**src/sv/nearest_box_selector_defines.svh**
```systemverilog
// ----------------------------------------------------------------------------
// nearest_box_selector assertion macros
// Shared concurrent assertion forms, clocked on clk, disabled in reset.
// ----------------------------------------------------------------------------
`ifndef NEAREST_BOX_SELECTOR_DEFINES_SVH
`define NEAREST_BOX_SELECTOR_DEFINES_SVH

// Same-cycle implication.
`define NBS_ASSERT_NOW(label, ante, cons, msg) \
    label: assert property (@(posedge clk) disable iff (!rst_n) (ante) |-> (cons)) \
        else $error(msg);

// Next-cycle implication.
`define NBS_ASSERT_NEXT(label, ante, cons, msg) \
    label: assert property (@(posedge clk) disable iff (!rst_n) (ante) |=> (cons)) \
        else $error(msg);

`endif

```
**src/sv/nbs_pkg.sv**
```systemverilog
// ----------------------------------------------------------------------------
// nbs_pkg
// Widths, register indexes and shared types of the nearest box selector.
// ----------------------------------------------------------------------------
package nbs_pkg;

    localparam int COORD_BITS = 12;
    localparam int CTR_BITS   = COORD_BITS + 1;     // coordinate plus half size
    localparam int SQ_BITS    = 2 * CTR_BITS;       // one squared axis distance
    localparam int DIST_BITS  = SQ_BITS + 1;        // sum of two squares
    localparam int AREA_BITS  = 2 * COORD_BITS;
    localparam int R2_BITS    = AREA_BITS + 1;      // twice the reference area
    localparam int LOWB_BITS  = AREA_BITS + 4;      // 9 * (area + 1)
    localparam int HIGH_BITS  = AREA_BITS + 2;      // 4 * reference area
    localparam int BOX_BITS   = 4 * COORD_BITS;

    localparam int LOW_DIV    = 9;                  // lower bound is R / LOW_DIV
    localparam int HIGH_SHIFT = 2;                  // upper bound is R << HIGH_SHIFT

    localparam int CNT_BITS   = 2;
    localparam int CNT_SAT    = 2;                  // survivor count saturation

    localparam int Q_DEPTH    = 4;
    localparam int Q_PTR_BITS = $clog2(Q_DEPTH);
    localparam int Q_CNT_BITS = $clog2(Q_DEPTH + 1);

    localparam int CFG_ADDR_BITS = 3;

    typedef enum logic [CFG_ADDR_BITS-1:0] {
        REG_MODE       = 3'd0,
        REG_FILTER     = 3'd1,
        REG_REF_X      = 3'd2,
        REG_REF_Y      = 3'd3,
        REG_TRACK_SIZE = 3'd4,
        REG_REF_W      = 3'd5,
        REG_REF_H      = 3'd6
    } nbs_reg_idx_t;

    typedef struct packed {
        logic [COORD_BITS-1:0] x;
        logic [COORD_BITS-1:0] y;
        logic [COORD_BITS-1:0] w;
        logic [COORD_BITS-1:0] h;
    } nbs_box_t;

    typedef struct packed {
        logic                  ref_mode;
        logic                  filter_enable;
        logic [COORD_BITS-1:0] ref_x;
        logic [COORD_BITS-1:0] ref_y;
        logic [COORD_BITS-1:0] track_size;
        logic [COORD_BITS-1:0] ref_w;
        logic [COORD_BITS-1:0] ref_h;
    } nbs_cfg_t;

    // One classified box as it waits between front and back.
    typedef struct packed {
        logic               last;
        logic               keep;
        logic [SQ_BITS-1:0] sq_x;
        logic [SQ_BITS-1:0] sq_y;
        logic [R2_BITS-1:0] r2;
        nbs_box_t           box;
    } nbs_item_t;

endpackage

```
**src/sv/nbs_front.sv**
```systemverilog
// ----------------------------------------------------------------------------
// nbs_front
// Two-stage classifier: area filter and squared center distance per box.
// ----------------------------------------------------------------------------
module nbs_front
    import nbs_pkg::*;
(
    input  logic                  clk,
    input  logic                  rst_n,
    input  nbs_cfg_t              cfg,
    input  logic                  in_valid,
    output logic                  in_ready,
    input  nbs_box_t              in_box,
    input  logic                  in_last,
    input  logic [Q_CNT_BITS-1:0] q_level,
    output logic                  q_push,
    output nbs_item_t             q_item
);

    logic                  s1_valid_reg, s1_valid_next;
    nbs_box_t              s1_box_reg, s1_box_next;
    logic                  s1_last_reg, s1_last_next;
    logic                  s1_filter_reg, s1_filter_next;
    logic [AREA_BITS-1:0]  s1_area_reg, s1_area_next;
    logic [AREA_BITS-1:0]  s1_r_reg, s1_r_next;
    logic [CTR_BITS-1:0]   s1_dx_reg, s1_dx_next;
    logic [CTR_BITS-1:0]   s1_dy_reg, s1_dy_next;

    logic                  s2_valid_reg, s2_valid_next;
    nbs_item_t             s2_item_reg, s2_item_next;

    logic                  accept;
    logic [CTR_BITS-1:0]   rx, ry, cx, cy;
    logic [COORD_BITS-1:0] ra, rb;
    logic [LOWB_BITS-1:0]  low_bound;
    logic                  low_fail, high_fail;
    logic [Q_CNT_BITS+1:0] in_flight;

    // Credit check: every box in the pipe already owns a queue slot.
    always_comb
    begin
        in_flight = (Q_CNT_BITS+2)'(q_level) + (Q_CNT_BITS+2)'(s1_valid_reg)
                  + (Q_CNT_BITS+2)'(s2_valid_reg);
        in_ready  = (in_flight <= (Q_CNT_BITS+2)'(Q_DEPTH - 1));
        accept    = in_valid && in_ready;
    end

    // Stage 1: areas and absolute center offsets.
    always_comb
    begin
        rx = cfg.ref_mode ? ({1'b0, cfg.ref_x} + {2'b00, cfg.ref_w[COORD_BITS-1:1]})
                          : {1'b0, cfg.ref_x};
        ry = cfg.ref_mode ? ({1'b0, cfg.ref_y} + {2'b00, cfg.ref_h[COORD_BITS-1:1]})
                          : {1'b0, cfg.ref_y};
        cx = {1'b0, in_box.x} + {2'b00, in_box.w[COORD_BITS-1:1]};
        cy = {1'b0, in_box.y} + {2'b00, in_box.h[COORD_BITS-1:1]};
        ra = cfg.ref_mode ? cfg.ref_w : cfg.track_size;
        rb = cfg.ref_mode ? cfg.ref_h : cfg.track_size;

        s1_valid_next  = accept;
        s1_box_next    = in_box;
        s1_last_next   = in_last;
        s1_filter_next = cfg.filter_enable;
        s1_area_next   = AREA_BITS'(in_box.w) * AREA_BITS'(in_box.h);
        s1_r_next      = AREA_BITS'(ra) * AREA_BITS'(rb);
        s1_dx_next     = (rx >= cx) ? (rx - cx) : (cx - rx);
        s1_dy_next     = (ry >= cy) ? (ry - cy) : (cy - ry);
    end

    // Stage 2: squares and the area window.
    // area < floor(R/9) is the same as 9*(area+1) <= R.
    always_comb
    begin
        low_bound = LOWB_BITS'({s1_area_reg, 3'b000}) + LOWB_BITS'(s1_area_reg)
                  + LOWB_BITS'(LOW_DIV);
        low_fail  = (low_bound <= LOWB_BITS'(s1_r_reg));
        high_fail = (HIGH_BITS'(s1_area_reg) > (HIGH_BITS'(s1_r_reg) << HIGH_SHIFT));

        s2_valid_next     = s1_valid_reg;
        s2_item_next.last = s1_last_reg;
        s2_item_next.keep = !(s1_filter_reg && (low_fail || high_fail));
        s2_item_next.sq_x = SQ_BITS'(s1_dx_reg) * SQ_BITS'(s1_dx_reg);
        s2_item_next.sq_y = SQ_BITS'(s1_dy_reg) * SQ_BITS'(s1_dy_reg);
        s2_item_next.r2   = {s1_r_reg, 1'b0};
        s2_item_next.box  = s1_box_reg;
    end

    always_ff @(posedge clk or negedge rst_n)
    begin
        if (!rst_n)
        begin
            s1_valid_reg <= 1'b0;
            s2_valid_reg <= 1'b0;
        end
        else
        begin
            s1_valid_reg <= s1_valid_next;
            s2_valid_reg <= s2_valid_next;
        end
    end

    always_ff @(posedge clk)
    begin
        s1_box_reg    <= s1_box_next;
        s1_last_reg   <= s1_last_next;
        s1_filter_reg <= s1_filter_next;
        s1_area_reg   <= s1_area_next;
        s1_r_reg      <= s1_r_next;
        s1_dx_reg     <= s1_dx_next;
        s1_dy_reg     <= s1_dy_next;
        s2_item_reg   <= s2_item_next;
    end

    assign q_push = s2_valid_reg;
    assign q_item = s2_item_reg;

endmodule

```
**src/sv/nbs_fifo.sv**
```systemverilog
// ----------------------------------------------------------------------------
// nbs_fifo
// Short queue of classified boxes between front and back.
// ----------------------------------------------------------------------------
`include "nearest_box_selector_defines.svh"

module nbs_fifo
    import nbs_pkg::*;
(
    input  logic                  clk,
    input  logic                  rst_n,
    input  logic                  push,
    input  nbs_item_t             push_item,
    input  logic                  pop,
    output logic                  pop_valid,
    output nbs_item_t             pop_item,
    output logic [Q_CNT_BITS-1:0] level
);

    nbs_item_t             slot_reg [Q_DEPTH];
    logic [Q_PTR_BITS-1:0] wr_ptr_reg, wr_ptr_next;
    logic [Q_PTR_BITS-1:0] rd_ptr_reg, rd_ptr_next;
    logic [Q_CNT_BITS-1:0] count_reg, count_next;

    always_comb
    begin
        wr_ptr_next = push ? (wr_ptr_reg + 1'b1) : wr_ptr_reg;
        rd_ptr_next = pop ? (rd_ptr_reg + 1'b1) : rd_ptr_reg;
        count_next  = count_reg + Q_CNT_BITS'(push) - Q_CNT_BITS'(pop);
    end

    always_ff @(posedge clk or negedge rst_n)
    begin
        if (!rst_n)
        begin
            wr_ptr_reg <= '0;
            rd_ptr_reg <= '0;
            count_reg  <= '0;
        end
        else
        begin
            wr_ptr_reg <= wr_ptr_next;
            rd_ptr_reg <= rd_ptr_next;
            count_reg  <= count_next;
        end
    end

    always_ff @(posedge clk)
    begin
        if (push)
        begin
            slot_reg[wr_ptr_reg] <= push_item;
        end
    end

    assign pop_valid = (count_reg != '0);
    assign pop_item  = slot_reg[rd_ptr_reg];
    assign level     = count_reg;

    `NBS_ASSERT_NOW(a_no_overflow, push, count_reg != Q_CNT_BITS'(Q_DEPTH), "queue overflow")
    `NBS_ASSERT_NOW(a_no_underflow, pop, count_reg != '0, "pop from empty queue")

endmodule

```
**src/sv/nbs_back.sv**
```systemverilog
// ----------------------------------------------------------------------------
// nbs_back
// Running nearest-box tracker and registered result stage.
// ----------------------------------------------------------------------------
`include "nearest_box_selector_defines.svh"

module nbs_back
    import nbs_pkg::*;
(
    input  logic      clk,
    input  logic      rst_n,
    input  logic      q_valid,
    input  nbs_item_t q_item,
    output logic      q_pop,
    output logic      out_valid,
    input  logic      out_ready,
    output logic      out_found,
    output nbs_box_t  out_box
);

    logic [CNT_BITS-1:0]  count_reg, count_next;
    logic [DIST_BITS-1:0] min_reg, min_next;
    nbs_box_t             best_reg, best_next;
    logic                 out_valid_reg, out_valid_next;
    logic                 out_found_reg, out_found_next;
    nbs_box_t             out_box_reg, out_box_next;

    logic [DIST_BITS-1:0] cand_dist;
    logic                 take, dist_ok, min_ok, found;
    logic [CNT_BITS-1:0]  count_upd;
    logic [DIST_BITS-1:0] min_upd;
    nbs_box_t             best_upd;

    always_comb
    begin
        // a list end waits only while an unread result occupies the output
        q_pop = q_valid && (!q_item.last || !out_valid_reg || out_ready);

        cand_dist = DIST_BITS'(q_item.sq_x) + DIST_BITS'(q_item.sq_y);
        take      = q_item.keep && (cand_dist <= min_reg);
        dist_ok   = (cand_dist <= DIST_BITS'(q_item.r2));
        min_ok    = (min_reg <= DIST_BITS'(q_item.r2));

        count_upd = (q_item.keep && (count_reg != CNT_BITS'(CNT_SAT)))
                  ? (count_reg + 1'b1) : count_reg;
        min_upd   = take ? cand_dist : min_reg;
        best_upd  = take ? q_item.box : best_reg;
        found     = (count_upd == CNT_BITS'(1))
                 || ((count_upd == CNT_BITS'(CNT_SAT)) && (take ? dist_ok : min_ok));

        count_next     = count_reg;
        min_next       = min_reg;
        best_next      = best_reg;
        out_valid_next = out_valid_reg && !out_ready;
        out_found_next = out_found_reg;
        out_box_next   = out_box_reg;

        if (q_pop)
        begin
            if (q_item.last)
            begin
                count_next     = '0;
                min_next       = '1;
                best_next      = '0;
                out_valid_next = 1'b1;
                out_found_next = found;
                out_box_next   = found ? best_upd : '0;
            end
            else
            begin
                count_next = count_upd;
                min_next   = min_upd;
                best_next  = best_upd;
            end
        end
    end

    always_ff @(posedge clk or negedge rst_n)
    begin
        if (!rst_n)
        begin
            count_reg     <= '0;
            min_reg       <= '1;
            out_valid_reg <= 1'b0;
        end
        else
        begin
            count_reg     <= count_next;
            min_reg       <= min_next;
            out_valid_reg <= out_valid_next;
        end
    end

    always_ff @(posedge clk)
    begin
        best_reg      <= best_next;
        out_found_reg <= out_found_next;
        out_box_reg   <= out_box_next;
    end

    assign out_valid = out_valid_reg;
    assign out_found = out_found_reg;
    assign out_box   = out_box_reg;

    `NBS_ASSERT_NOW(a_empty_when_lost, out_valid_reg && !out_found_reg, out_box_reg == '0, "box not zero without a find")
    `NBS_ASSERT_NEXT(a_list_restart, q_pop && q_item.last, out_valid_reg && (count_reg == '0) && (min_reg == '1), "list state not cleared at list end")

endmodule

```
**src/sv/nearest_box_selector.sv**
```systemverilog
// Throughput: one box per cycle unless stalled; two-stage front and tracker both
// take one box each cycle, and a 4-entry queue lets either side stall alone.
// A list end waits only while the previous result has not been taken.
// Reset (rst_n low, asynchronous): control and config registers to defaults, queue and list empty.
// ----------------------------------------------------------------------------
// nearest_box_selector
// Picks, per list of boxes, the filtered box nearest to a reference center.
// ----------------------------------------------------------------------------
module nearest_box_selector
    import nbs_pkg::*;
(
    input  logic                     clk,
    input  logic                     rst_n,

    // configuration write channel
    input  logic                     cfg_valid,
    output logic                     cfg_ready,
    input  logic [CFG_ADDR_BITS-1:0] cfg_addr,
    input  logic [COORD_BITS-1:0]    cfg_data,

    // box requests
    input  logic                     s_tvalid,
    output logic                     s_tready,
    input  logic [BOX_BITS-1:0]      s_tdata,   // cand_x, cand_y, cand_w, cand_h
    input  logic                     s_tlast,   // cand_last

    // selection results, one per list
    output logic                     m_tvalid,
    input  logic                     m_tready,
    output logic [BOX_BITS-1:0]      m_tdata,   // pick_x, pick_y, pick_w, pick_h
    output logic                     m_tuser    // found
);

    nbs_cfg_t              cfg_reg, cfg_next;
    nbs_box_t              in_box;
    logic                  q_push, q_pop, q_valid;
    nbs_item_t             q_in, q_out;
    logic [Q_CNT_BITS-1:0] q_level;
    nbs_box_t              out_box;

    // Register file. The user makes writes only while no list is in flight; the
    // block does not enforce it. The front samples these straight into its pipeline.
    always_comb
    begin
        cfg_next = cfg_reg;
        if (cfg_valid)
        begin
            case (cfg_addr)
                REG_MODE:       cfg_next.ref_mode      = cfg_data[0];
                REG_FILTER:     cfg_next.filter_enable = cfg_data[0];
                REG_REF_X:      cfg_next.ref_x         = cfg_data;
                REG_REF_Y:      cfg_next.ref_y         = cfg_data;
                REG_TRACK_SIZE: cfg_next.track_size    = cfg_data;
                REG_REF_W:      cfg_next.ref_w         = cfg_data;
                REG_REF_H:      cfg_next.ref_h         = cfg_data;
                default:        cfg_next               = cfg_reg;
            endcase
        end
    end

    always_ff @(posedge clk or negedge rst_n)
    begin
        if (!rst_n)
        begin
            cfg_reg.ref_mode      <= 1'b0;
            cfg_reg.filter_enable <= 1'b1;
            cfg_reg.ref_x         <= '0;
            cfg_reg.ref_y         <= '0;
            cfg_reg.track_size    <= '0;
            cfg_reg.ref_w         <= '0;
            cfg_reg.ref_h         <= '0;
        end
        else
        begin
            cfg_reg <= cfg_next;
        end
    end

    assign cfg_ready = 1'b1;

    // unpack request, x in the low bits
    assign in_box.x = s_tdata[COORD_BITS-1:0];
    assign in_box.y = s_tdata[2*COORD_BITS-1:COORD_BITS];
    assign in_box.w = s_tdata[3*COORD_BITS-1:2*COORD_BITS];
    assign in_box.h = s_tdata[4*COORD_BITS-1:3*COORD_BITS];

    nbs_front u_front (
        .clk      (clk),
        .rst_n    (rst_n),
        .cfg      (cfg_reg),
        .in_valid (s_tvalid),
        .in_ready (s_tready),
        .in_box   (in_box),
        .in_last  (s_tlast),
        .q_level  (q_level),
        .q_push   (q_push),
        .q_item   (q_in)
    );

    nbs_fifo u_fifo (
        .clk       (clk),
        .rst_n     (rst_n),
        .push      (q_push),
        .push_item (q_in),
        .pop       (q_pop),
        .pop_valid (q_valid),
        .pop_item  (q_out),
        .level     (q_level)
    );

    nbs_back u_back (
        .clk       (clk),
        .rst_n     (rst_n),
        .q_valid   (q_valid),
        .q_item    (q_out),
        .q_pop     (q_pop),
        .out_valid (m_tvalid),
        .out_ready (m_tready),
        .out_found (m_tuser),
        .out_box   (out_box)
    );

    // pack result, x in the low bits
    assign m_tdata = {out_box.h, out_box.w, out_box.y, out_box.x};

endmodule

```
**config.mk**
```make
export PLATFORM = sky130hd
export DESIGN_NAME = nearest_box_selector
export DESIGN_NICKNAME = d
export VERILOG_FILES = /design/src/sv/nbs_pkg.sv /design/src/sv/nbs_front.sv /design/src/sv/nbs_fifo.sv /design/src/sv/nbs_back.sv /design/src/sv/nearest_box_selector.sv
export VERILOG_INCLUDE_DIRS = /design/src /design/src/sv
export SDC_FILE = /design/constraint.sdc
export NUM_CORES = 2
export LEC_CHECK = 0
export BUFFER_PORTS_ARGS = -buffer_cell sky130_fd_sc_hd__buf_4
export CORE_ASPECT_RATIO = 1.2
export CORE_MARGIN = 8
export CORE_UTILIZATION = 42
export DETAILED_ROUTE_END_ITERATION = 16
export MAX_ROUTING_LAYER = met4
export PLACE_DENSITY = 0.67
export RECOVER_POWER = 50
export SLEW_MARGIN = 20
export SYNTH_ARGS = -nofsm -noshare
export SYNTH_HDL_FRONTEND = slang
export SYNTH_SLANG_ARGS = --single-unit
```
**constraint.sdc**
```tcl
create_clock -name clk -period 14.05 [get_ports clk]
set_input_delay 2.81 -clock clk [delete_from_list [all_inputs] [get_ports clk]]
set_output_delay 2.81 -clock clk [all_outputs]
set_load 0.03 [all_outputs]
```
==> out/results.tsv <==
stage	metric	value	unit
logic_synthesis	post_synth_num_cell_types	77	
global_routing	grt_overflow	0	
logic_synthesis	ys_seq_area_frac	0.424	
timing	setup_viol	0	
worst_setup_path	worstSetupEndpointType	flop	
detailed_routing	drcViolationCount	0	
clock_tree	cts.path.max_buffers	3	
worst_setup_path	crit_arrival	9.29	ns
min_path	min_from	u_front.s1_box_reg[7]	
placement	port_buffers	119	
floorplanning	fp.dieH	429	um
finish	drive_gt1_frac	0.116	
global_routing	grt-busiest-layer	met2	
worst_setup_path	start_kind	flop	
worst_setup_path	critPathLaunch	cfg_reg[61]	
worst_setup_path	crit_type	reg -> reg	
placement	place_hpwl	107000	um
logic_synthesis	async_flop_share	0.107	
timing	slew_violations	364	
clock_tree	clock_latency	0.71	ns
floorplanning	core	141000	um^2
logic_synthesis	synthFlopType	edfxtp_1	
global_routing	met2_usage	0.316	
logic_synthesis	yosys-top-cells-count	inv_1 (825), edfxtp_1 (593), ha_1 (560)	
logic_synthesis	synth_area_leader_cell	edfxtp_1	
floorplanning	start_util	0.423	
finish	largest_reg_flops	496	
timing	max-slew-margin-rel	-2.54	
logic_synthesis	synth_edf_count	593	
timing	clock.fmax	115	MHz
detailed_routing	dr.first_iter.drc_count	2395	
floorplanning	rows	151	
timing	min_period	8.71	ns
logic_synthesis	synth-seq-cells	942	
clock_tree	cts_tree	done	
floorplanning	dieArea	155000	um^2
floorplanning	die_x	360	um
logic_synthesis	synth_fp_nets	6130	
worst_setup_path	crit_fanout	72	
timing	period_share	0.620	
global_routing	grt_max_degree	73	
clock_tree	cts_sinks	942	
worst_setup_path	r2r_slack	5.34	ns
timing	worstMarginPinSlew	5.31	ns
finish	insertedDiodeCount	0	
global_routing	met1_usage	0.225	
finish	fillers	12400	
clock_tree	cts_hold_buf	0	
global_routing	met3_usage	0.0184	
global_routing	grt_antenna_before_repair	12	
logic_synthesis	syn_avg_cell_area	11.7	um^2
detailed_routing	wl_per_cell	19.7	um
logic_synthesis	ys_warn_count	0	
detailed_routing	vias_per_cell	5.20	
status	violations	max-capacitance violations, max-slew violations	
worst_setup_path	r2r-end	u_front.s1_r_reg[23]	
detailed_routing	vias	37100	
finish	syn2layout_area_growth	10.6	%
run	drv_cap	6	
global_routing	grt_pass1_wl	219000	um
logic_synthesis	yosysMostFrequentCell	inv_1	
clock_tree	post_cts_resized	0	
min_path	min_to	u_front.q_item[7]	
clock_tree	htree_num_levels	3	
min_path	hold_path_class	reg -> reg	
clock_tree	post_cts_buffers	0	
detailed_routing	ant_nets	0	
clock_tree	clockRootBuffer	clkbuf_16	
timing	hold_viol	0	
timing	setup_tns	0	ns
clock_tree	clk_pin_slew_worst_paths	0.06	ns
floorplanning	ios	121	
worst_setup_path	r2r_start	cfg_reg[61]	
min_path	min_path_cells	0	
logic_synthesis	synthesis.area	59700	um^2
logic_synthesis	synth_area_leaders	edfxtp_1 (30%), fa_1 (14%), ha_1 (12%)	
logic_synthesis	synth_top_area_frac	0.298	
placement	place_congestion	0.896	
status	status	finished with violations	
finish	finalNetCount	6239	
detailed_routing	wl	140000	um
timing	worst_clock_skew	0.0804	ns
worst_setup_path	worstPathRequired	14.63	ns
logic_synthesis	syn_inst	5098	
clock_tree	cts_made_buffers	95	
detailed_routing	first_pass_iters	5	
global_routing	grt_use_total	0.185	
timing	rsz0062_at_grt	false	
global_routing	first_global_vias	38800	
worst_setup_path	r2r_cells	22	
-- worst max-delay path, cell delays in order, from the launching register on --
cell	delay, ns
dfrtp_2	0.35
clkbuf_1	2.21
nand2_1	0.56
nand2_1	0.61
nand2_1	0.14
fa_1	0.51
fa_1	0.53
inv_1	0.06
fa_1	0.52
fa_1	0.50
inv_1	0.05
fa_1	0.49
inv_1	0.05
ha_1	0.35
a21o_1	0.20
a21oi_1	0.20
and2_1	0.21
a21oi_1	0.10
nor2_1	0.12
a21oi_1	0.09
a41o_1	0.27
o41ai_1	0.31
xnor2_1	0.13
-- through the flow --
stage	instance area, um^2	utilization	setup WS [ns]	hold slack (ns)	instances
4_1_cts	66100	0.468	6.37	0.322	7126
3_5_place_dp	62700	0.444	6.16	0.312	6946
6_report	66100	0.468	5.34	0.321	7126
3_3_place_gp	62700	0.444	6.33	0.310	6946
2_1_floorplan	59700	-	6.54	0.310	5098
5_1_grt	66100	0.468	4.63	0.327	7126
-- cells by family (layout without fill, tap and decap cells) --
kind of cell	count (synthesis)	after routing	synth area share
and+or+nand+nor	1141	1141	0.0922
buffers and inverters	960	1152	0.0605
other	1	1	0.0000628
AOI/OAI and AO/OA	619	619	0.0671
DFF	942	942	0.424
adders and majority gates	963	963	0.252
muxes	275	275	0.0748
xor gates and xnor gates	197	197	0.0289
-- cells in the final DEF, fill, tap and decap left out, types with 9 or more instances in the layout --
cell       instances
inv_1            824
edfxtp_1         593
ha_1             560
nand2_1          462
fa_1             403
dfxtp_1          248
a21oi_1          201
and2_1           169
nor2_1           161
buf_4            142
xnor2_1          136
mux2_2           130
mux4_2           124
nor2b_1          108
o21ai_0          102
clkbuf_16         98
a21o_1            89
dfrtp_1           70
xor2_1            61
nor3_1            57
nand3_1           43
o211ai_1          34
nand4_1           32
o21bai_1          31
o21a_1            28
dfstp_2           28
nand2b_1          25
and3_1            22
clkbuf_1          21
mux2i_1           20
a31oi_1           17
or3_1             15
clkinv_2          14
a211oi_1          13
a21boi_0          12
clkbuf_8          12
a31o_2             9
o41ai_1            9
bufinv_16          9
-- layout make-up --
| class | count | area (um^2) | share of cell area |
|---|---|---|---|
| clock buffers | 126 | 2680 | 0.0405 |
| clock inverters | 54 | 702 | 0.0106 |
| inverters | 825 | 3100 | 0.0469 |
| multi-input cells | 3196 | 30800 | 0.467 |
| flip-flops and latches | 942 | 25300 | 0.384 |
| well taps | 1836 | 2300 | 0.0348 |
| repair buffers | 147 | 1080 | 0.0164 |
-- worst max path at each step --
| stage | end | slack, ns | cells past startpoint |
|---|---|---|---|
| 2_1_floorplan | u_back.out_box[10] | 6.54 | 24 |
| 3_5_place_dp | u_front.s1_dx_reg[12] | 6.16 | 23 |
| 5_1_grt | u_front.s1_r_reg[23] | 4.63 | 22 |
| 4_1_cts | u_back.out_box[11] | 6.37 | 23 |
| 3_3_place_gp | u_front.s1_dx_reg[12] | 6.33 | 23 |
| 6_report | u_front.s1_r_reg[23] | 5.34 | 22 |
-- routing by layer --
metal | wire length [um] | share of wire
met4 | 5920 | 0.042
met1 | 58800 | 0.42
met3 | 5500 | 0.039
met2 | 69800 | 0.50
met5 | 0 | 0
Power is not shown: default switching activity piles up to over one toggle a cycle in this logic, so the estimate is an artifact.
